--- src/hdl/tbm_pkg.sv ---
// Shared types and constants of the burst median tachometer.
`timescale 1ns / 1ps

package tbm_pkg;

    localparam int TIME_W     = 32;
    localparam int SPEED_W    = 16;
    localparam int LOCKOUT_W  = 16;
    localparam int STALL_W    = 24;
    localparam int WINDOW_W   = 24;
    localparam int PPR_W      = 8;
    localparam int CFG_DATA_W = 24;
    localparam int CFG_IDX_W  = 2;
    localparam int COUNT_W    = 4;
    localparam int PROD_W     = TIME_W + PPR_W;

    localparam int BURST_LEN_DEF = 9;

    // Speed numerator: microseconds per minute.
    localparam int unsigned RPM_NUM = 60_000_000;
    localparam int NUM_W = $clog2(RPM_NUM + 1);
    localparam int DCNT_W = $clog2(NUM_W);
    localparam logic [NUM_W-1:0] NUM_BITS = NUM_W'(RPM_NUM);
    // Divisors at or below this give a quotient that no longer fits in SPEED_W bits.
    localparam int unsigned SAT_LIMIT = RPM_NUM / (1 << SPEED_W);

    localparam logic [LOCKOUT_W-1:0] LOCKOUT_RST = LOCKOUT_W'(1500);
    localparam logic [STALL_W-1:0]   STALL_RST   = STALL_W'(500000);
    localparam logic [WINDOW_W-1:0]  WINDOW_RST  = WINDOW_W'(200000);
    localparam logic [PPR_W-1:0]     PPR_RST     = PPR_W'(1);

    typedef enum logic [CFG_IDX_W-1:0] {
        CFG_LOCKOUT = 2'd0,
        CFG_STALL   = 2'd1,
        CFG_WINDOW  = 2'd2,
        CFG_PPR     = 2'd3
    } t_cfg_idx;

    // What one sorter cell hands to its right-hand neighbour.
    typedef struct packed {
        logic               gt;
        logic [SPEED_W-1:0] value;
    } t_link;

endpackage

--- src/hdl/tachometer_burst_median_top.sv ---
// Burst median tachometer: one request per microsecond tick, one report per finished burst.
// A tick without an accepted pulse is evaluated and, when it ends a burst, goes on to the median pick.
// A tick with an accepted pulse also runs the 26-step serial speed divider before the sample is
// inserted; a speed that saturates or falls to zero skips the divider steps.
// The report is held in an output register; a new tick is taken while it waits.
// Synchronous active-low reset clears time, burst state and configuration to defaults.
`timescale 1ns / 1ps

module tachometer_burst_median_top
    import tbm_pkg::*;
#(
    parameter int BURST_LEN = BURST_LEN_DEF
)
(
    input  logic                  i_clk,
    input  logic                  i_rst_n,
    input  logic                  i_valid,
    output logic                  o_ready,
    input  logic                  i_pulse,
    output logic                  o_valid,
    input  logic                  i_ready,
    output logic [SPEED_W-1:0]    o_rpm,
    output logic                  o_stalled,
    output logic [COUNT_W-1:0]    o_sample_count,
    input  logic                  i_cfg_we,
    input  logic [CFG_IDX_W-1:0]  i_cfg_idx,
    input  logic [CFG_DATA_W-1:0] i_cfg_data
);

    localparam int CNT_W = $clog2(BURST_LEN + 1);
    localparam int IDX_W = (BURST_LEN > 1) ? $clog2(BURST_LEN) : 1;
    localparam logic [CNT_W-1:0] N_C = CNT_W'(BURST_LEN);
    localparam logic [CNT_W-1:0] M_C = CNT_W'(BURST_LEN / 2);

    typedef enum logic [4:0] {
        S_IDLE = 5'b00001,
        S_EVAL = 5'b00010,
        S_DIV  = 5'b00100,
        S_INS  = 5'b01000,
        S_PICK = 5'b10000
    } t_state;

    t_state                r_state;
    t_state                n_state;

    logic [LOCKOUT_W-1:0]  r_lockout;
    logic [STALL_W-1:0]    r_stall_us;
    logic [WINDOW_W-1:0]   r_window;
    logic [PPR_W-1:0]      r_ppr;

    logic [TIME_W-1:0]     r_time;
    logic [TIME_W-1:0]     r_last;
    logic [TIME_W-1:0]     r_burst;
    logic [TIME_W-1:0]     r_gap;
    logic [TIME_W-1:0]     r_interval;
    logic [CNT_W-1:0]      r_fill;
    logic                  r_stall_rep;
    logic                  r_ins;
    logic                  r_emit;
    logic                  r_out_stalled;
    logic [COUNT_W-1:0]    r_out_cnt;
    logic                  r_pick_zero;
    logic [IDX_W-1:0]      r_pick_idx;

    logic                  r_valid;
    logic [SPEED_W-1:0]    r_rpm;
    logic                  r_stalled;
    logic [COUNT_W-1:0]    r_count;

    logic                  accept;
    logic                  acc_pulse;
    logic [TIME_W-1:0]     since_pulse;
    logic [TIME_W-1:0]     since_burst;
    logic                  stall;
    logic                  elapsed;
    logic [CNT_W-1:0]      fill_n;
    logic                  full;
    logic                  stall_emit;
    logic                  tmo_emit;
    logic                  emit;
    logic [CNT_W:0]        zsum;
    logic [CNT_W:0]        zdiff;
    logic [CNT_W-1:0]      half;
    logic [CNT_W+COUNT_W-1:0] fill_ext;
    logic                  out_free;

    logic                  div_start;
    logic                  div_done;
    logic [SPEED_W-1:0]    div_speed;

    t_link                 links [BURST_LEN+1];
    logic [BURST_LEN-1:0]  occ;
    logic [BURST_LEN-1:0]  order_ok;

    // Configuration registers.
    always_ff @(posedge i_clk) begin
        if (!i_rst_n) begin
            r_lockout  <= LOCKOUT_RST;
            r_stall_us <= STALL_RST;
            r_window   <= WINDOW_RST;
            r_ppr      <= PPR_RST;
        end else if (i_cfg_we) begin
            unique case (t_cfg_idx'(i_cfg_idx))
                CFG_LOCKOUT: r_lockout  <= i_cfg_data[LOCKOUT_W-1:0];
                CFG_STALL:   r_stall_us <= i_cfg_data[STALL_W-1:0];
                CFG_WINDOW:  r_window   <= i_cfg_data[WINDOW_W-1:0];
                CFG_PPR:     r_ppr      <= i_cfg_data[PPR_W-1:0];
                default: ;
            endcase
        end
    end

    assign o_ready   = (r_state == S_IDLE);
    assign accept    = i_valid && o_ready;
    // r_gap already holds the interval that a pulse on the next tick would measure.
    assign acc_pulse = i_pulse && (r_gap > TIME_W'(r_lockout));

    assign since_pulse = r_time - r_last;
    assign since_burst = r_time - r_burst;
    assign stall       = since_pulse > TIME_W'(r_stall_us);
    assign elapsed     = since_burst >= TIME_W'(r_window);
    assign fill_n      = r_fill + CNT_W'(r_ins);
    assign full        = (fill_n >= N_C);
    assign stall_emit  = stall && (!r_stall_rep || elapsed);
    assign tmo_emit    = elapsed && !stall;
    assign emit        = full || stall_emit || tmo_emit;

    // With zero fill the low BURST_LEN - n sorted places are zero.
    assign zsum     = {1'b0, fill_n} + {1'b0, M_C};
    assign zdiff    = zsum - {1'b0, N_C};
    assign half     = fill_n >> 1;
    assign fill_ext = {{COUNT_W{1'b0}}, fill_n};

    assign out_free  = !r_valid || i_ready;
    assign div_start = (r_state == S_EVAL) && r_ins;

    always_comb begin
        n_state = r_state;
        unique case (r_state)
            S_IDLE: if (accept) n_state = S_EVAL;
            S_EVAL: begin
                if (r_ins) begin
                    n_state = S_DIV;
                end else if (emit) begin
                    n_state = S_PICK;
                end else begin
                    n_state = S_IDLE;
                end
            end
            S_DIV:  if (div_done) n_state = S_INS;
            S_INS:  n_state = r_emit ? S_PICK : S_IDLE;
            S_PICK: if (out_free) n_state = S_IDLE;
            default: n_state = S_IDLE;
        endcase
    end

    always_ff @(posedge i_clk) begin
        if (!i_rst_n) begin
            r_state     <= S_IDLE;
            r_time      <= '0;
            r_last      <= '0;
            r_burst     <= '0;
            r_gap       <= TIME_W'(1);
            r_fill      <= '0;
            r_stall_rep <= 1'b0;
            r_ins       <= 1'b0;
            r_emit      <= 1'b0;
            r_valid     <= 1'b0;
        end else begin
            r_state <= n_state;
            if (r_state == S_PICK && out_free) begin
                r_valid <= 1'b1;
            end else if (i_ready) begin
                r_valid <= 1'b0;
            end
            unique case (r_state)
                S_IDLE: begin
                    if (accept) begin
                        r_time <= r_time + TIME_W'(1);
                        r_ins  <= acc_pulse && (r_fill < N_C);
                        if (acc_pulse) begin
                            r_last      <= r_time + TIME_W'(1);
                            r_stall_rep <= 1'b0;
                        end
                    end
                end
                S_EVAL: begin
                    r_gap  <= since_pulse + TIME_W'(1);
                    r_emit <= emit;
                    if (emit) begin
                        r_burst <= r_time;
                    end
                    if (!full && stall_emit) begin
                        r_stall_rep <= 1'b1;
                    end
                end
                S_DIV: ;
                S_INS: r_fill <= r_fill + CNT_W'(1);
                S_PICK: begin
                    if (out_free) begin
                        r_fill <= '0;
                    end
                end
                default: ;
            endcase
        end
    end

    // Sample interval on accept, result fields and pick position on evaluation, outputs on the pick.
    always_ff @(posedge i_clk) begin
        if (r_state == S_IDLE && accept) begin
            r_interval <= r_gap;
        end
        if (r_state == S_EVAL) begin
            r_out_stalled <= !full && stall_emit;
            r_out_cnt     <= fill_ext[COUNT_W-1:0];
            if (full) begin
                r_pick_zero <= 1'b0;
                r_pick_idx  <= M_C[IDX_W-1:0];
            end else if (stall_emit) begin
                r_pick_zero <= (zsum < {1'b0, N_C});
                r_pick_idx  <= zdiff[IDX_W-1:0];
            end else begin
                r_pick_zero <= (fill_n == '0);
                r_pick_idx  <= half[IDX_W-1:0];
            end
        end
        if (r_state == S_PICK && out_free) begin
            r_rpm     <= r_pick_zero ? '0 : links[r_pick_idx + IDX_W'(1)].value;
            r_stalled <= r_out_stalled;
            r_count   <= r_out_cnt;
        end
    end

    tbm_divider u_div (
        .i_clk      (i_clk),
        .i_rst_n    (i_rst_n),
        .i_start    (div_start),
        .i_interval (r_interval),
        .i_ppr      (r_ppr),
        .o_done     (div_done),
        .o_speed    (div_speed)
    );

    assign links[0].gt    = 1'b0;
    assign links[0].value = '0;

    for (genvar g = 0; g < BURST_LEN; g++) begin : g_cell
        assign occ[g] = (r_fill > CNT_W'(g));

        tbm_cell u_cell (
            .i_clk  (i_clk),
            .i_load (r_state == S_INS),
            .i_new  (div_speed),
            .i_occ  (occ[g]),
            .i_left (links[g]),
            .o_link (links[g+1])
        );

        if (g == 0) begin : g_first
            assign order_ok[g] = 1'b1;
        end else begin : g_rest
            assign order_ok[g] = !occ[g] || (links[g].value <= links[g+1].value);
        end
    end

    assign o_valid        = r_valid;
    assign o_rpm          = r_rpm;
    assign o_stalled      = r_stalled;
    assign o_sample_count = r_count;

    // The occupied cells always hold an ascending sequence.
    a_sorted: assert property (@(posedge i_clk) disable iff (!i_rst_n)
        (&order_ok))
        else $error("sorter chain out of order");

    // The fill count never passes the burst length.
    a_fill: assert property (@(posedge i_clk) disable iff (!i_rst_n)
        (r_fill <= N_C))
        else $error("burst fill overflow");

    // A stall report arms the repeat hold.
    a_stall_hold: assert property (@(posedge i_clk) disable iff (!i_rst_n)
        (r_state == S_EVAL && !full && stall_emit) |=> r_stall_rep)
        else $error("stall hold not set after stall report");

    // A result is loaded only into a free output register.
    a_no_overwrite: assert property (@(posedge i_clk) disable iff (!i_rst_n)
        (r_valid && !i_ready) |=> (r_valid && $stable(r_rpm)))
        else $error("pending result overwritten");

endmodule

--- src/hdl/tbm_cell.sv ---
// One cell of the insertion sorting chain: holds one speed sample.
`timescale 1ns / 1ps

module tbm_cell
    import tbm_pkg::*;
(
    input  logic               i_clk,
    input  logic               i_load,
    input  logic [SPEED_W-1:0] i_new,
    input  logic               i_occ,
    input  t_link              i_left,
    output t_link              o_link
);

    logic [SPEED_W-1:0] r_val;
    logic               gt;

    // An empty cell counts as larger than any sample.
    assign gt = !i_occ || (r_val > i_new);

    always_ff @(posedge i_clk) begin
        if (i_load && gt) begin
            r_val <= i_left.gt ? i_left.value : i_new;
        end
    end

    assign o_link.gt    = gt;
    assign o_link.value = r_val;

endmodule

--- src/hdl/tbm_divider.sv ---
// Speed computation: product, saturation checks and a bit-serial restoring divider.
`timescale 1ns / 1ps

module tbm_divider
    import tbm_pkg::*;
(
    input  logic               i_clk,
    input  logic               i_rst_n,
    input  logic               i_start,
    input  logic [TIME_W-1:0]  i_interval,
    input  logic [PPR_W-1:0]   i_ppr,
    output logic               o_done,
    output logic [SPEED_W-1:0] o_speed
);

    typedef enum logic [2:0] {
        D_IDLE = 3'b001,
        D_CHK  = 3'b010,
        D_RUN  = 3'b100
    } t_dstate;

    t_dstate             r_state;
    logic                r_done;
    logic [PROD_W-1:0]   r_prod;
    logic [NUM_W-1:0]    r_dvs;
    logic [NUM_W-1:0]    r_rem;
    logic [DCNT_W-1:0]   r_cnt;
    logic [SPEED_W-1:0]  r_q;

    logic [PPR_W-1:0]    ppr_eff;
    logic [NUM_W:0]      trial;
    logic [NUM_W:0]      diff;
    logic                qbit;

    assign ppr_eff = (i_ppr == '0) ? PPR_W'(1) : i_ppr;
    assign trial   = {r_rem, NUM_BITS[r_cnt]};
    assign diff    = trial - {1'b0, r_dvs};
    assign qbit    = (trial >= {1'b0, r_dvs});

    always_ff @(posedge i_clk) begin
        if (!i_rst_n) begin
            r_state <= D_IDLE;
            r_done  <= 1'b0;
        end else begin
            r_done <= 1'b0;
            unique case (r_state)
                D_IDLE: begin
                    if (i_start) begin
                        r_state <= D_CHK;
                    end
                end
                D_CHK: begin
                    if (r_prod <= PROD_W'(SAT_LIMIT) || r_prod > PROD_W'(RPM_NUM)) begin
                        r_state <= D_IDLE;
                        r_done  <= 1'b1;
                    end else begin
                        r_state <= D_RUN;
                    end
                end
                D_RUN: begin
                    if (r_cnt == '0) begin
                        r_state <= D_IDLE;
                        r_done  <= 1'b1;
                    end
                end
                default: r_state <= D_IDLE;
            endcase
        end
    end

    always_ff @(posedge i_clk) begin
        unique case (r_state)
            D_IDLE: begin
                if (i_start) begin
                    r_prod <= PROD_W'(i_interval) * PROD_W'(ppr_eff);
                end
            end
            D_CHK: begin
                r_dvs <= r_prod[NUM_W-1:0];
                r_rem <= '0;
                r_cnt <= DCNT_W'(NUM_W - 1);
                if (r_prod <= PROD_W'(SAT_LIMIT)) begin
                    r_q <= '1;
                end else begin
                    r_q <= '0;
                end
            end
            D_RUN: begin
                if (qbit) begin
                    r_rem <= diff[NUM_W-1:0];
                end else begin
                    r_rem <= trial[NUM_W-1:0];
                end
                r_q   <= {r_q[SPEED_W-2:0], qbit};
                r_cnt <= r_cnt - DCNT_W'(1);
            end
            default: ;
        endcase
    end

    assign o_done  = r_done;
    assign o_speed = r_q;

endmodule
--- config.mk ---
export PLATFORM = sky130hd
export DESIGN_NAME = tachometer_burst_median_top
export DESIGN_NICKNAME = d
export VERILOG_FILES = /design/src/hdl/tbm_pkg.sv /design/src/hdl/tachometer_burst_median_top.sv /design/src/hdl/tbm_cell.sv /design/src/hdl/tbm_divider.sv
export SDC_FILE = /design/constraint.sdc
export NUM_CORES = 2
export LEC_CHECK = 0
export ABC_CLOCK_PERIOD_IN_PS = 7850
export BUFFER_PORTS_ARGS = -buffer_cell sky130_fd_sc_hd__clkbuf_2
export CELL_PAD_IN_SITES_DETAIL_PLACEMENT = 0
export CELL_PAD_IN_SITES_GLOBAL_PLACEMENT = 1
export CORE_MARGIN = 2
export CORE_UTILIZATION = 50
export CTS_CLUSTER_DIAMETER = 120
export DETAILED_ROUTE_END_ITERATION = 10
export PLACE_DENSITY_LB_ADDON = 0.12
export SKIP_CTS_REPAIR_TIMING = 1
export SYNTH_ARGS = -nofsm -noshare
export SYNTH_HDL_FRONTEND = slang
export SYNTH_SLANG_ARGS = --single-unit
--- constraint.sdc ---
create_clock -name i_clk -period 7.85 [get_ports i_clk]
set_clock_uncertainty 0.1 [all_clocks]
set_input_delay 0.785 -clock i_clk [delete_from_list [all_inputs] [get_ports i_clk]]
set_output_delay 0.785 -clock i_clk [all_outputs]
set_load 0.01 [all_outputs]
==> results.yml <==
clock_tree:
  tritoncts: "done"
  worstSkewPairLatency_ps: 610
  clk_path_buf_depth: 3
  cts-root-buf: "clkbuf_16"
  cts_buffers: 66
  clock_sinks: 538
  cts.htree.levels: 3
  clk_transition_reported_paths_ps: 70
drt:
  vias: 30181
  drt_first_pass_iters: 5
  wl_met2_um: 48800
  post_drt_via_cell_ratio: 5.68
  routedWlPerCell_um: 19.7
  drt_iter0_drc: 1718
  drtAntennaViolNets: 0
  wl_met3_um: 4450
  wirelength_um: 105000
  top_layer: "met4"
  drt-met1-wl_um: 49200
  route.detailed.drc: 0
cells_and_area:
  area_growth_pct: 8.53
  final_common_cell: "inv_1"
  final_cell_mix: "394 x inv_1, 388 x nand2_1, 374 x ha_1"
  num-fill-cells: 7357
  multi_input_area_sq_mm: 0.0247
  num-nets-final: 4795
  register_area_sq_mm: 0.0140
  final_area_sq_mm: 0.0443
  drive_above_1_share_pct: 9.45
  instances_no_fill: 5317
timing:
  fin_setup_tns_ps: 0
  rsz0062_at_grt: "no"
  layout_setup_ws_ps: 1130
  relSlewSlack_pct: 26.9
  fmax_mhz: 149
  setup_viol: 0
  drv_slew: 0
  fin_crit_sh_pct: 85.6
  worst_pin_slew_ps: 1090
  period_minus_slack_ps: 6720
  finalHoldViolations: 0
worst_setup_path:
  start_kind: "flip-flop"
  reg2reg_depth: 20
  cp_max_fo: 32
  cp.required_ps: 8130
  path_class: "reg -> reg"
  worstSetupEndpointType: "flip-flop"
  arrival_ps: 7000
place:
  port_buffers: 54
  routabilityCongestion: 0.875
  place_hpwl_um: 80800
  dp_slack_ps: 1110
  place_inst: 5198
  dpl_cell_area_sq_mm: 0.0421
die:
  die_height_um: 290
  core-area_sq_mm: 0.0807
  die_w_um: 290
  rows: 104
  start_util_pct: 50.6
  io_pins: 55
  fp.dieArea_sq_mm: 0.0840
yosys:
  ys_ff_latch: 538
  synth-edff-count: 320
  synth_ff_type: "edfxtp_1"
  yosysWarnings: 0
  netlist-cell-type-count: 97
  synth_seq_area_share_pct: 34.2
  synth_area_sq_mm: 0.0408
  synthesis.nets: 4810
  async_flop_share_pct: 0
  avgSynthCellArea_sq_um: 9.67
  syn_inst: 4221
grt:
  grt_overflow: 0
  grt_max_degree: 87
  antenna_found_initial: 4
  grt_pass1_vias: 29641
  grt_usage_pct: 25.3
  grt_pass1_wl_um: 167000
power:
  max-vdd-ir-drop_v: 0.000169
  power_mw: 9.00
  p_per_area_mw_per_mm2: 203
  leakagePower_nw: 18.6
status:
  status: "finished, final reports clean"
run:
  cap_violations: 0
hold_path:
  worstHoldPathType: "reg -> reg"
  whs_path_depth: 0
final timing paths:
check,from,end,slack (ps)
hold / removal,r_out_stalled$_DFFE_PP_,o_stalled$_DFFE_PP_,320
setup / recovery,r_ppr[3]$_SDFFE_PN0P_,u_div.r_prod[36]$_DFFE_PP_,1130
setup reg to reg,r_ppr[3]$_SDFFE_PN0P_,u_div.r_prod[36]$_DFFE_PP_,1130
hold reg to reg,r_out_stalled$_DFFE_PP_,o_stalled$_DFFE_PP_,320
cells in the mapped netlist, drive strengths merged (21+ instances only):
master | count | area share, %
nand2b | 42 | 0.64
nor2 | 290 | 2.7
a21o | 101 | 1.9
nand3 | 67 | 0.83
edfxtp | 320 | 24
and2 | 183 | 2.8
nand4 | 68 | 1.0
o211ai | 37 | 0.69
o21ai | 122 | 1.5
inv | 395 | 3.6
clkbuf | 153 | 1.4
nand2 | 388 | 3.6
fa | 183 | 9.0
a21oi | 255 | 3.1
nor2b | 65 | 1.0
ha | 374 | 11
mux2i | 90 | 2.2
nor3 | 56 | 0.69
a211oi | 88 | 1.7
and3 | 30 | 0.46
o21a | 62 | 1.1
xor2 | 74 | 1.6
xnor2 | 119 | 2.6
dfxtp | 218 | 11
nor4 | 30 | 0.51
mux2 | 130 | 3.6
or3 | 21 | 0.32
buf | 27 | 0.35
metrics by stage:
stage	util [%]	hold WS (ps)
floorplan	-	300
global placement	52.2	304
detailed placement	52.2	305
CTS	54.9	301
global route	54.9	324
finish	54.9	318
critical path: stages (launching register included):
cell and delay, ps:
dfxtp_1 910, nor3_1 130, a21oi_2 170, buf_4 370, nor2b_1 110, fa_1 460, fa_1 490, inv_1 60
fa_1 530, inv_1 50, ha_1 340, and3_1 250, a221o_1 360, o21a_1 200, a211oi_1 610, o311ai_0 330
a31oi_1 350, o31ai_1 190, a21o_1 210, a21oi_1 200, xnor2_1 80
report_power, final:
group / internal (mW) / switching (mW) / total, mW / leakage [nW]
clock network: 1.84 / 1.27 / 3.11 / 1.08
registers: 3.11 / 0.109 / 3.22 / 4.75
logic: 1.00 / 1.67 / 2.67 / 12.8
total: 5.95 / 3.04 / 9.00 / 18.6
routing by layer:
layer  vias up  track usage [%]
li1      14807                -
met1     14695             35.5
met2       554             41.8
met3       125             2.92
met4         0             6.45
met5         -                0
cell families after synthesis:
kind of cell               synth area share [%]
xor gates and xnor gates                   4.16
buffers and inverters                      5.42
adders and majority gates                  20.4
AOI/OAI and AO/OA                          13.5
and+or+nand+nor                            15.6
DFF                                        34.2
muxes                                      6.67
area by class of cell:
cell class / instances / area share (%)
diodes: 3 / 0.0169
inverters: 398 / 3.38
clock buffers: 83 / 4.06
multi-input cells: 3105 / 55.8
flip-flops and latches: 538 / 31.5
well taps: 1060 / 2.99
clock inverters: 33 / 0.912
repair buffers: 97 / 1.34
state kept, by name, summed over array words and instances, names as in the netlist, 5 cells and up:
name	flops
g_cell.u_cell.r_val	144
u_div.r_rem	26
u_div.o_speed	16
u_div.r_cnt	5
u_div.r_dvs	26
r_state	5
r_interval	32
r_last	32
r_stall_us	24
r_lockout	16
r_burst	32
r_gap	32
r_time	32
u_div.r_prod	40
o_rpm	16
r_ppr	8
r_window	24
Note: power is estimated with default switching activity, not from simulation.
